===== src/rtl/hsvkey_pkg.sv =====
// Shared types and constants for the RGB to HSV color key pipeline.
// Used by every module of the block; depends on nothing else.
package hsvkey_pkg;

  // Default fraction widths for hue and saturation.
  localparam int HUE_FRAC_DEF = 6;
  localparam int SAT_FRAC_DEF = 8;

  // Quotient bits resolved by each divider stage.
  localparam int DIV_STEPS = 4;

  // Port widths of the result fields.
  localparam int HUE_W = 15;
  localparam int SAT_W = 9;
  localparam int BYTE_W = 8;

  // Configuration port.
  localparam int ADDR_W = 5;
  localparam int DATA_W = 32;

  // Configuration register indexes.
  localparam logic [2:0] REG_HUE_LOW = 3'd0;
  localparam logic [2:0] REG_HUE_HIGH = 3'd1;
  localparam logic [2:0] REG_SAT_LOW = 3'd2;
  localparam logic [2:0] REG_SAT_HIGH = 3'd3;
  localparam logic [2:0] REG_VALUE_CUTOFF = 3'd4;

  // Register reset values.
  localparam logic [HUE_W-1:0] HUE_LOW_RST = 15'd2560;
  localparam logic [HUE_W-1:0] HUE_HIGH_RST = 15'd6400;
  localparam logic [SAT_W-1:0] SAT_LOW_RST = 9'd102;
  localparam logic [SAT_W-1:0] SAT_HIGH_RST = 9'd256;
  localparam logic [BYTE_W-1:0] VALUE_CUTOFF_RST = 8'd128;

  // Which channel holds the largest byte.
  localparam logic [1:0] SECT_RED = 2'd0;
  localparam logic [1:0] SECT_GREEN = 2'd1;
  localparam logic [1:0] SECT_BLUE = 2'd2;

  // Key windows and cutoff.
  typedef struct packed {
    logic [HUE_W-1:0] hue_low;
    logic [HUE_W-1:0] hue_high;
    logic [SAT_W-1:0] sat_low;
    logic [SAT_W-1:0] sat_high;
    logic [BYTE_W-1:0] value_cutoff;
  } cfg_t;

  // Per-pixel facts that travel alongside the dividers.
  typedef struct packed {
    logic gray;
    logic neg;
    logic [1:0] sector;
    logic [BYTE_W-1:0] mx;
  } side_t;

endpackage


===== src/rtl/hsvkey_front.sv =====
// Front end: max/min search, hue sector and numerator scaling (two stages).
// Depends on hsvkey_pkg.
module hsvkey_front
  import hsvkey_pkg::*;
#(
  parameter int HFB = HUE_FRAC_DEF,
  parameter int SFB = SAT_FRAC_DEF,
  parameter int XHW = 20,
  parameter int XSW = 16
) (
  input  logic clk,
  input  logic en_a,
  input  logic en_b,
  input  logic [BYTE_W-1:0] red,
  input  logic [BYTE_W-1:0] green,
  input  logic [BYTE_W-1:0] blue,
  output logic [XHW-1:0] xh,
  output logic [XSW-1:0] xs,
  output logic [BYTE_W-1:0] dh,
  output logic [BYTE_W-1:0] dm,
  output side_t side
);

  localparam int UNIT = 60 << HFB;

  logic [BYTE_W-1:0] mx_c, mn_c, p1_c, p2_c;
  logic [1:0] sector_c;
  logic neg_c;

  logic [BYTE_W-1:0] a_q, d_q, mx_q;
  logic [1:0] sector_q;
  logic neg_q;
  logic gray_c;

  // Pick the largest channel, red first, then green; its two partners
  // form the signed hue numerator.
  always_comb begin
    if (red >= green && red >= blue) begin
      sector_c = SECT_RED;
      mx_c = red;
      p1_c = green;
      p2_c = blue;
    end else if (green >= blue) begin
      sector_c = SECT_GREEN;
      mx_c = green;
      p1_c = blue;
      p2_c = red;
    end else begin
      sector_c = SECT_BLUE;
      mx_c = blue;
      p1_c = red;
      p2_c = green;
    end
    mn_c = (red <= green) ? red : green;
    mn_c = (mn_c <= blue) ? mn_c : blue;
    neg_c = p1_c < p2_c;
  end

  // Stage A: magnitude of the numerator, spread and maximum.
  always_ff @(posedge clk) begin
    if (en_a) begin
      a_q <= neg_c ? BYTE_W'(p2_c - p1_c) : BYTE_W'(p1_c - p2_c);
      d_q <= BYTE_W'(mx_c - mn_c);
      mx_q <= mx_c;
      sector_q <= sector_c;
      neg_q <= neg_c;
    end
  end

  assign gray_c = (d_q == '0);

  // Stage B: scaled dividends; a gray pixel divides zero by one.
  always_ff @(posedge clk) begin
    if (en_b) begin
      xh <= XHW'(a_q) * XHW'(UNIT);
      xs <= {d_q, {SFB{1'b0}}};
      dh <= gray_c ? BYTE_W'(1) : d_q;
      dm <= gray_c ? BYTE_W'(1) : mx_q;
      side <= '{gray: gray_c, neg: neg_q, sector: sector_q, mx: mx_q};
    end
  end

endmodule


===== src/rtl/hsvkey_div.sv =====
// Pipelined restoring divider by an 8-bit divisor, a few quotient bits per stage.
// Depends on hsvkey_pkg.
module hsvkey_div
  import hsvkey_pkg::*;
#(
  parameter int XW = 20,
  parameter int QWP = 12,
  parameter int NS = 3
) (
  input  logic clk,
  input  logic [NS-1:0] en,
  input  logic [XW-1:0] num,
  input  logic [BYTE_W-1:0] den,
  output logic [QWP-1:0] quo,
  output logic rem_nz
);

  localparam int SPS = QWP / NS;
  localparam int EW = QWP + BYTE_W;

  logic [EW-1:0] num_ext;
  logic [BYTE_W-1:0] rem_q [NS];
  logic [QWP-1:0] low_q [NS];
  logic [QWP-1:0] quo_q [NS];
  logic [BYTE_W-1:0] den_q [NS];

  logic [BYTE_W-1:0] rem_in [NS];
  logic [QWP-1:0] low_in [NS];
  logic [QWP-1:0] quo_in [NS];
  logic [BYTE_W-1:0] den_in [NS];

  // The quotient fits in QWP bits, so the top of the dividend is
  // already below the divisor and seeds the partial remainder.
  assign num_ext = EW'(num);

  for (genvar k = 0; k < NS; k++) begin : g_stage
    logic [BYTE_W-1:0] rem_c;
    logic [QWP-1:0] low_c;
    logic [QWP-1:0] quo_c;
    logic [BYTE_W:0] trial;

    if (k == 0) begin : g_first
      assign rem_in[k] = num_ext[EW-1:QWP];
      assign low_in[k] = num_ext[QWP-1:0];
      assign quo_in[k] = '0;
      assign den_in[k] = den;
    end else begin : g_next
      assign rem_in[k] = rem_q[k-1];
      assign low_in[k] = low_q[k-1];
      assign quo_in[k] = quo_q[k-1];
      assign den_in[k] = den_q[k-1];
    end

    // Shift in one dividend bit per step and subtract when it fits.
    always_comb begin
      rem_c = rem_in[k];
      low_c = low_in[k];
      quo_c = quo_in[k];
      trial = '0;
      for (int s = 0; s < SPS; s++) begin
        trial = {rem_c, low_c[QWP-1]};
        low_c = {low_c[QWP-2:0], 1'b0};
        if (trial >= {1'b0, den_in[k]}) begin
          rem_c = BYTE_W'(trial - {1'b0, den_in[k]});
          quo_c = {quo_c[QWP-2:0], 1'b1};
        end else begin
          rem_c = trial[BYTE_W-1:0];
          quo_c = {quo_c[QWP-2:0], 1'b0};
        end
      end
    end

    always_ff @(posedge clk) begin
      if (en[k]) begin
        rem_q[k] <= rem_c;
        low_q[k] <= low_c;
        quo_q[k] <= quo_c;
        den_q[k] <= den_in[k];
      end
    end
  end

  assign quo = quo_q[NS-1];
  assign rem_nz = (rem_q[NS-1] != '0);

endmodule


===== src/rtl/hsvkey_key.sv =====
// Output stage: hue assembly from the sector offset, key windows and result register.
// Depends on hsvkey_pkg.
module hsvkey_key
  import hsvkey_pkg::*;
#(
  parameter int HFB = HUE_FRAC_DEF,
  parameter int SFB = SAT_FRAC_DEF,
  parameter int QWP = 12
) (
  input  logic clk,
  input  logic en,
  input  logic [QWP-1:0] q_hue,
  input  logic nz_hue,
  input  logic [QWP-1:0] q_sat,
  input  side_t side,
  input  cfg_t cfg,
  output logic [HUE_W-1:0] hue,
  output logic [SAT_W-1:0] saturation,
  output logic [BYTE_W-1:0] brightness,
  output logic [BYTE_W-1:0] key_intensity
);

  localparam int UNIT = 60 << HFB;
  localparam int HW = $clog2(6 * UNIT);
  localparam int SW = SFB + 1;
  localparam int HCW = (HW > HUE_W) ? HW : HUE_W;
  localparam int SCW = (SW > SAT_W) ? SW : SAT_W;

  logic [HW-1:0] base;
  logic [HW-1:0] hq;
  logic [HW-1:0] hue_full;
  logic [SW-1:0] sat_full;
  logic pass;

  // Sector offset: red wraps to 360 degrees when its numerator is negative.
  always_comb begin
    case (side.sector)
      SECT_RED: base = side.neg ? HW'(6 * UNIT) : '0;
      SECT_GREEN: base = HW'(2 * UNIT);
      SECT_BLUE: base = HW'(4 * UNIT);
      default: base = '0;
    endcase
  end

  // A negative numerator rounds down, so a nonzero remainder takes one more.
  always_comb begin
    hq = HW'(q_hue);
    if (side.gray) begin
      hue_full = '0;
    end else if (side.neg) begin
      hue_full = base - hq - HW'(nz_hue);
    end else begin
      hue_full = base + hq;
    end
    sat_full = side.gray ? '0 : SW'(q_sat);
  end

  // Window tests on the full-width values.
  assign pass = (HCW'(hue_full) >= HCW'(cfg.hue_low)) &&
                (HCW'(hue_full) <= HCW'(cfg.hue_high)) &&
                (SCW'(sat_full) >= SCW'(cfg.sat_low)) &&
                (SCW'(sat_full) <= SCW'(cfg.sat_high)) &&
                (side.mx >= cfg.value_cutoff);

  always_ff @(posedge clk) begin
    if (en) begin
      hue <= HUE_W'(hue_full);
      saturation <= SAT_W'(sat_full);
      brightness <= side.mx;
      key_intensity <= pass ? side.mx : '0;
    end
  end

endmodule


===== src/rtl/rgb_to_hsv_color_key.sv =====
// RGB24 to HSV conversion with a hue/saturation/value color key.
// Pipeline: front end stages A and B, then the divider stages, then the key output register.
// Throughput: one pixel per clock while out_stall is low; the divider stages set the depth.
// Reset clears every stage valid bit and loads the register defaults.
// Depends on hsvkey_pkg, hsvkey_front, hsvkey_div and hsvkey_key.
module rgb_to_hsv_color_key
  import hsvkey_pkg::*;
#(
  parameter int HFB = HUE_FRAC_DEF,
  parameter int SFB = SAT_FRAC_DEF
) (
  input  logic clk,
  input  logic rst,
  input  logic in_valid,
  output logic in_stall,
  input  logic [BYTE_W-1:0] red,
  input  logic [BYTE_W-1:0] green,
  input  logic [BYTE_W-1:0] blue,
  output logic out_valid,
  input  logic out_stall,
  output logic [HUE_W-1:0] hue,
  output logic [SAT_W-1:0] saturation,
  output logic [BYTE_W-1:0] brightness,
  output logic [BYTE_W-1:0] key_intensity,
  input  logic psel,
  input  logic penable,
  input  logic pwrite,
  input  logic [ADDR_W-1:0] paddr,
  input  logic [DATA_W-1:0] pwdata,
  output logic [DATA_W-1:0] prdata,
  output logic pready
);

  localparam int UNIT = 60 << HFB;
  localparam int QWH = $clog2(UNIT + 1);
  localparam int QWS = SFB + 1;
  localparam int QWM = (QWH > QWS) ? QWH : QWS;
  localparam int NS = (QWM + DIV_STEPS - 1) / DIV_STEPS;
  localparam int QWP = NS * DIV_STEPS;
  localparam int XHW = QWH + BYTE_W;
  localparam int XSW = SFB + BYTE_W;
  localparam int NV = NS + 3;

  cfg_t cfg;
  logic [2:0] reg_idx;
  logic wr_en;

  logic [NV-1:0] vld;
  logic [NV-1:0] en;

  logic [XHW-1:0] xh;
  logic [XSW-1:0] xs;
  logic [BYTE_W-1:0] dh, dm;
  side_t side_b;
  side_t side_p [NS];

  logic [QWP-1:0] q_hue, q_sat;
  logic nz_hue;
  logic nz_sat;

  // Configuration registers.
  assign pready = 1'b1;
  assign reg_idx = paddr[ADDR_W-1:2];
  assign wr_en = psel && penable && pwrite;

  always_ff @(posedge clk) begin
    if (rst) begin
      cfg.hue_low <= HUE_LOW_RST;
      cfg.hue_high <= HUE_HIGH_RST;
      cfg.sat_low <= SAT_LOW_RST;
      cfg.sat_high <= SAT_HIGH_RST;
      cfg.value_cutoff <= VALUE_CUTOFF_RST;
    end else if (wr_en) begin
      unique case (reg_idx)
        REG_HUE_LOW: cfg.hue_low <= pwdata[HUE_W-1:0];
        REG_HUE_HIGH: cfg.hue_high <= pwdata[HUE_W-1:0];
        REG_SAT_LOW: cfg.sat_low <= pwdata[SAT_W-1:0];
        REG_SAT_HIGH: cfg.sat_high <= pwdata[SAT_W-1:0];
        REG_VALUE_CUTOFF: cfg.value_cutoff <= pwdata[BYTE_W-1:0];
        default: ;
      endcase
    end
  end

  // Register read decode.
  always_comb begin
    unique case (reg_idx)
      REG_HUE_LOW: prdata = DATA_W'(cfg.hue_low);
      REG_HUE_HIGH: prdata = DATA_W'(cfg.hue_high);
      REG_SAT_LOW: prdata = DATA_W'(cfg.sat_low);
      REG_SAT_HIGH: prdata = DATA_W'(cfg.sat_high);
      REG_VALUE_CUTOFF: prdata = DATA_W'(cfg.value_cutoff);
      default: prdata = '0;
    endcase
  end

  // Stage enables: a stage loads when it is empty or its successor moves,
  // so bubbles collapse and a stalled output holds only what is behind it.
  always_comb begin
    en[NV-1] = !vld[NV-1] || !out_stall;
    for (int k = NV - 2; k >= 0; k--) begin
      en[k] = !vld[k] || en[k+1];
    end
  end

  always_ff @(posedge clk) begin
    if (rst) begin
      vld <= '0;
    end else begin
      if (en[0]) begin
        vld[0] <= in_valid;
      end
      for (int k = 1; k < NV; k++) begin
        if (en[k]) begin
          vld[k] <= vld[k-1];
        end
      end
    end
  end

  assign in_stall = !en[0];
  assign out_valid = vld[NV-1];

  hsvkey_front #(
    .HFB(HFB),
    .SFB(SFB),
    .XHW(XHW),
    .XSW(XSW)
  ) u_front (
    .clk(clk),
    .en_a(en[0]),
    .en_b(en[1]),
    .red(red),
    .green(green),
    .blue(blue),
    .xh(xh),
    .xs(xs),
    .dh(dh),
    .dm(dm),
    .side(side_b)
  );

  hsvkey_div #(
    .XW(XHW),
    .QWP(QWP),
    .NS(NS)
  ) u_div_hue (
    .clk(clk),
    .en(en[NS+1:2]),
    .num(xh),
    .den(dh),
    .quo(q_hue),
    .rem_nz(nz_hue)
  );

  hsvkey_div #(
    .XW(XSW),
    .QWP(QWP),
    .NS(NS)
  ) u_div_sat (
    .clk(clk),
    .en(en[NS+1:2]),
    .num(xs),
    .den(dm),
    .quo(q_sat),
    .rem_nz(nz_sat)
  );

  // Pixel facts ride beside the divider stages.
  always_ff @(posedge clk) begin
    if (en[2]) begin
      side_p[0] <= side_b;
    end
    for (int k = 1; k < NS; k++) begin
      if (en[k+2]) begin
        side_p[k] <= side_p[k-1];
      end
    end
  end

  hsvkey_key #(
    .HFB(HFB),
    .SFB(SFB),
    .QWP(QWP)
  ) u_key (
    .clk(clk),
    .en(en[NV-1]),
    .q_hue(q_hue),
    .nz_hue(nz_hue),
    .q_sat(q_sat),
    .side(side_p[NS-1]),
    .cfg(cfg),
    .hue(hue),
    .saturation(saturation),
    .brightness(brightness),
    .key_intensity(key_intensity)
  );

endmodule


===== config.mk =====
export PLATFORM = sky130hd
export DESIGN_NAME = rgb_to_hsv_color_key
export DESIGN_NICKNAME = d
export VERILOG_FILES = /design/src/rtl/hsvkey_pkg.sv /design/src/rtl/hsvkey_front.sv /design/src/rtl/hsvkey_div.sv /design/src/rtl/hsvkey_key.sv /design/src/rtl/rgb_to_hsv_color_key.sv
export SDC_FILE = /design/constraint.sdc
export NUM_CORES = 1
export LEC_CHECK = 0
export ABC_AREA = 1
export BUFFER_PORTS_ARGS = -buffer_cell sky130_fd_sc_hd__buf_4
export CAP_MARGIN = 30
export CORE_ASPECT_RATIO = 0.9
export CORE_MARGIN = 4
export CORE_UTILIZATION = 65
export DETAILED_ROUTE_END_ITERATION = 6
export PLACE_DENSITY = 0.86
export SYNTH_ARGS = -nofsm -noshare
export SYNTH_HDL_FRONTEND = slang
export SYNTH_SLANG_ARGS = --single-unit
export TNS_END_PERCENT = 50

===== constraint.sdc =====
create_clock -name clk -period 17.4 [get_ports clk]
set_input_delay 0.87 -clock clk [delete_from_list [all_inputs] [get_ports clk]]
set_output_delay 0.87 -clock clk [all_outputs]
set_load 0.01 [all_outputs]

After elaboration in Yosys (flattened, before gate mapping)
Memories as Yosys holds them, arrays and structs flattened. Cells that the tools add are included.

Flip-flop bits (word level): 177. RAM bits: 252. Bits of input ports: 68. Output and inout port bits: 75. Memories kept: 9.

Memory list: side_p (words 3, bits a word 12, read ports 3, clocked after memory_dff 0, write ports 3, RTL line rgb_to_hsv_color_key.sv:55) `side_t side_p [NS];`; u_div_hue.quo_q (words 3, bits a word 12, read ports 3, clocked after memory_dff 0, write ports 3, RTL line hsvkey_div.sv:24) `logic [QWP-1:0] quo_q [NS];`; u_div_sat.quo_q (words 3, bits a word 12, read ports 3, clocked after memory_dff 0, write ports 3, RTL line hsvkey_div.sv:24); u_div_hue.den_q (words 3, bits a word 8, read ports 2, clocked after memory_dff 0, write ports 3, RTL line hsvkey_div.sv:25) `logic [BYTE_W-1:0] den_q [NS];`; u_div_hue.low_q (words 3, bits a word 8, read ports 2, clocked after memory_dff 0, write ports 3, RTL line hsvkey_div.sv:23) `logic [QWP-1:0] low_q [NS];`; u_div_hue.rem_q (words 3, bits a word 8, read ports 3, clocked after memory_dff 0, write ports 3, RTL line hsvkey_div.sv:22) `logic [BYTE_W-1:0] rem_q [NS];`; 3 more memories.

Add/sub/neg operators: 30. Multiply operators: 1. Magnitude comparators: 35. Equal/unequal tests: 6. Mux-type cells: 70. Reductions and logical operators: 30.

Operators with widths (count): $mux 8 (33); $sub 8x8->8 (26); $ge 9x8->1 (23); $pmux 15 s5 (1); $mux 15 (3); $pmux 15 s3 (1); $ge 8x8->1 (4); $mux 1 (30); $le 8x8->1 (2); $add 15x12->15 (1); $ge 15x15->1 (1); $le 15x15->1 (1); $sub 15x1->15 (1); $sub 15x12->15 (1); $mul 8x4->12 const B (1); $reduce_and 2->1 (5); $ge 9x9->1 (1); $le 9x9->1 (1); $mux 9 (1); $ge 5x8->1 (1); $logic_not 1->1 (8); $logic_not 8->1 (1); $lt 8x8->1 (1); $reduce_bool 8->1 (1); other kinds (11) (23).

Depth between registers and ports, before layout
An unclocked memory read counts as a cell.

Depth in word-level cells: 12. Depth in mapped cells: 46. Depth with buffers taken out: 45.

By module
Synthesis repeated with hierarchy kept, for this count alone.

Cell total of the unflattened synthesis: 3599. Area, all modules: 29533.3 um^2.

Modules (own cells, without submodules): hsvkey_div at u_div_hue (times used 1, cells each 1051, area each 8032.7 um^2, seq. area each 2282.2 um^2); hsvkey_div at u_div_sat (times used 1, cells each 1004, area each 7902.6 um^2, seq. area each 2282.2 um^2); hsvkey_front (times used 1, cells each 581, area each 5636.7 um^2, seq. area each 2252.2 um^2); hsvkey_key (times used 1, cells each 536, area each 4056.4 um^2, seq. area each 1201.2 um^2); rgb_to_hsv_color_key (times used 1, cells each 427, area each 3905.0 um^2, seq. area each 2322.2 um^2).

Worst setup path after synthesis
OpenSTA, ideal clock, no wires.

Path type: input to register. From: input port out_stall. To: register u_front.a_q[0] (enable). Library setup time: 0.382 ns. Data arrival time: 7.112 ns. Data required time: 17.018 ns. Setup slack: 9.907 ns. Stages: 11. Cells stage by stage: nand2_1 -> nor2_1 -> inv_1 -> nor2_1 -> inv_1 -> nor2_1 -> inv_1 -> nor2_1 -> inv_1 -> nor2_1 -> inv_1.

Cells in the longest elaborated chain, start to end: 7.

RTL lines: start, declared (RTL line rgb_to_hsv_color_key.sv:20) `input logic out_stall,`; $logic_not 1->1 (RTL line rgb_to_hsv_color_key.sv:100) `en[NV-1] = !vld[NV-1] || !out_stall;`; $logic_or 1x1->1 (RTL line rgb_to_hsv_color_key.sv:100); $logic_or 1x1->1 (RTL line rgb_to_hsv_color_key.sv:102) `en[k] = !vld[k] || en[k+1];`; via en[4] (RTL line rgb_to_hsv_color_key.sv:49) `logic [NV-1:0] en;`; $logic_or 1x1->1 (RTL line rgb_to_hsv_color_key.sv:102); via en[3] (RTL line rgb_to_hsv_color_key.sv:49); $logic_or 1x1->1 (RTL line rgb_to_hsv_color_key.sv:102); via en[2] (RTL line rgb_to_hsv_color_key.sv:49); $logic_or 1x1->1 (RTL line rgb_to_hsv_color_key.sv:102); via en[1] (RTL line rgb_to_hsv_color_key.sv:49); $logic_or 1x1->1 (RTL line rgb_to_hsv_color_key.sv:102); end signal, assigned (RTL line hsvkey_front.sv:62) `a_q <= neg_c ? BYTE_W'(p2_c - p1_c) : BYTE_W'(p1_c - p2_c);`; end, declared (RTL line hsvkey_front.sv:30) `logic [BYTE_W-1:0] a_q, d_q, mx_q;`.

The timed path passes the listed nets, and every way through them passes these cells. A chain may end at the register's enable or synchronous reset.

==> flow_summary.yaml <==
routing:
  drtIter0Drc: 2429
  post_drt_via_cell_ratio: 5.765
  final_antenna_net_count: 0
  first_pass_iters: 6
  vias: 22320
  post-route-drc-count: 0
  post_drt_wl_per_cell_microns: 16.44
  wirelength_microns: 63680
status:
  outcome: "completed"
yosys:
  async_flop_share_pct: 0
  synth_seq_cells: 324
  yosys_warnings: 0
  ys.flop_type: "edfxtp_1"
  yosysTopAreaCell: "edfxtp_1"
  ys_types: 68
  synth_edf_count: 262
  synth-seq-area-share_pct: 34.72
  syn_avg_cell_area_sq_um: 8.157
  synth_top_area_share_pct: 29.99
  syn-cell-area_sq_um: 26230
  netlist_instances: 3216
  yosys-top-cells-area: "edfxtp_1 30%, ha_1 16%, nand2_1 10%"
worst_setup_path:
  critPathTopFamily: "simple AND/OR/NAND/NOR gates"
  crit_buf_inv: 2
  critPathMaxStageDelay_ns: 0.57
  crit_path_start_kind: "flip-flop"
  critPathMostFrequentCell: "nand2_1"
  cp_max_fo: 14
  end_kind: "flip-flop"
  critPathArrivalTime_ns: 7.95
  critical_path_required_ns: 17.68
  regToRegStartpoint: "u_div_sat.den_q[0][1]"
  worst_path_max_delay_cell: "nand4_1"
  worstSetupStartpoint: "u_div_sat.den_q[0][1]"
  worst-setup-path-type: "reg -> reg"
global_routing:
  grt_overflow: 0
  grt_pass1_vias: 21290
  grt_pass1_wl_microns: 102700
  gr-usage-all-layers_pct: 28.66
  grt_max_degree: 59
  antenna_found_initial: 3
clock_network:
  clock_sinks: 324
  clk_latency_ns: 0.54
  cts_buffers: 35
  cts-root-buf: "clkbuf_16"
  post_cts_buffers: 0
  postCtsHoldBufs: 0
  h-tree-depth: 2
  cts_tree: "done"
  cts_buffer_depth: 3
  cts_resized: 0
  clk_pin_slew_ns: 0.06
timing:
  fin_crit_sh_pct: 44.05
  fin_crit_ns: 7.665
  fmax_mhz: 130.5
  finClkSkew_ns: 0.02606
  hold_violations: 0
  slew_violations: 0
  finalSetupViolCount: 0
  rsz0062_at_grt: "no"
  tightest_slew_ns: 0.8812
  setup_tns_ns: 0
  slew-limit-headroom_pct: 41.11
  worst_slack_ns: 9.735
  hold_slack_ns: 0.4109
min_path:
  hold_path.class: "reg -> reg"
  hold_path.startpoint: "u_div_hue.quo_q[0][13]"
placed_design:
  portBuffers: 105
  post-place-ws_ns: 9.916
  gp_congestion: 0.9717
  hpwl_microns: 50180
flow_run:
  max_cap_violations: 0
layout:
  drive_above_1_share_pct: 9.644
  nets: 3737
  layout_commonest_cell: "nand2_1"
  final_cell_mix: "696 x nand2_1, 444 x inv_1, 328 x ha_1"
  area_growth_pct: 9.296
die:
  initial_core_util_pct: 66.06
  io_pins: 143
  num_rows: 69
  dieArea_sq_um: 43640
  die_h_microns: 198.6
  die_width_microns: 219.8
  coreArea_sq_um: 39710
-- cell families (layout without fill, tap and decap cells) --
kind of cell	Yosys count	after routing	synth area share (%)
fa+ha+maj	357	357	17.86
mux	1	1	0.03816
flops	324	324	34.72
buf+inv	543	650	8.437
simple gates	1263	1263	21.57
other cells	2	19	0.02863
compound gates	577	577	12.38
xor+xnor	149	149	4.974
-- worst register-to-register path, delay by kind of cell, from the launching register on --
kind            cells  cell delay (ns)
flops               1             0.42
buf+inv             2             0.40
compound gates     10             2.21
simple gates       20             2.79
fa+ha+maj           5             1.59
-- through the flow --
step                utilization, %  cells  area [sq um]
detailed placement           69.04   3806         27420
global route                 72.20   3872         28670
global placement             68.92   3804         27370
floorplan                        -   3232         26290
finish                       72.20   3872         28670
CTS                          72.12   3870         28640
-- layer usage --
| layer | global-route usage, % | vias to the layer above | part of all wire [%] |
|---|---|---|---|
| li1 | - | 10970 | - |
| met1 | 38.03 | 10290 | 42 |
| met2 | 48.49 | 884 | 47 |
| met3 | 4.032 | 177 | 7.5 |
| met4 | 9.953 | 2 | 3.4 |
| met5 | 0 | - | 0.020 |
-- synth_stat cells (17+ instances only) --
cell      number
a21oi_1      269
buf_4         24
clkbuf_1      33
dfxtp_1       62
edfxtp_1     262
fa_1          29
ha_1         328
inv_1        447
inv_2         22
nand2_1      697
nand2_2       23
nand3_1      116
nand3_2       18
nand4_1       41
nor2_1       236
nor3_1        40
o211ai_1      18
o21ai_0      167
o21ai_1       23
o22ai_1       17
or2_2         24
xnor2_1       56
xor2_1        93
-- final timing paths --
| check | slack, ns | end | depth (start not counted) |
|---|---|---|---|
| max reg2reg | 9.74 | u_div_sat.rem_q[0][15] | 37 |
| min | 0.41 | u_div_hue.quo_q[0][29] | 0 |
| min reg2reg | 0.41 | u_div_hue.quo_q[0][29] | 0 |
| max | 9.74 | u_div_sat.rem_q[0][15] | 37 |
-- registers in the layout, indices dropped and copies added (netlist names), 2 cells and up --
register and count:
u_front.dh 8, u_front.mx_q 8, u_div_sat.rem_q 16, u_div_sat.quo_q 15, u_front.sector_q 2, u_front.dm 8
u_front.d_q 8, u_key.saturation 9, u_key.key_intensity 8, u_front.side 12, u_front.xh 12, u_front.xs 8
u_key.brightness 8, u_front.a_q 8, u_div_hue.den_q 16, side_p 36, cfg 56, u_div_sat.den_q 16
u_div_hue.quo_q 24, vld 6, u_key.hue 15, u_div_hue.rem_q 24
-- cell type report --
class                           count  area [sq um]
Antenna cell                        1         2.502
Clock buffer                       46         969.7
Clock inverter                     18         256.5
Fill cell                        2925         11040
Inverter                          474          1802
Multi-Input combinational cell   2365         14970
Sequential cell                   324          9109
Tap cell                          532         665.6
Timing Repair Buffer              112         893.4
Power is not shown: default switching activity piles up to over one toggle a cycle in this logic, so the estimate is an artifact.
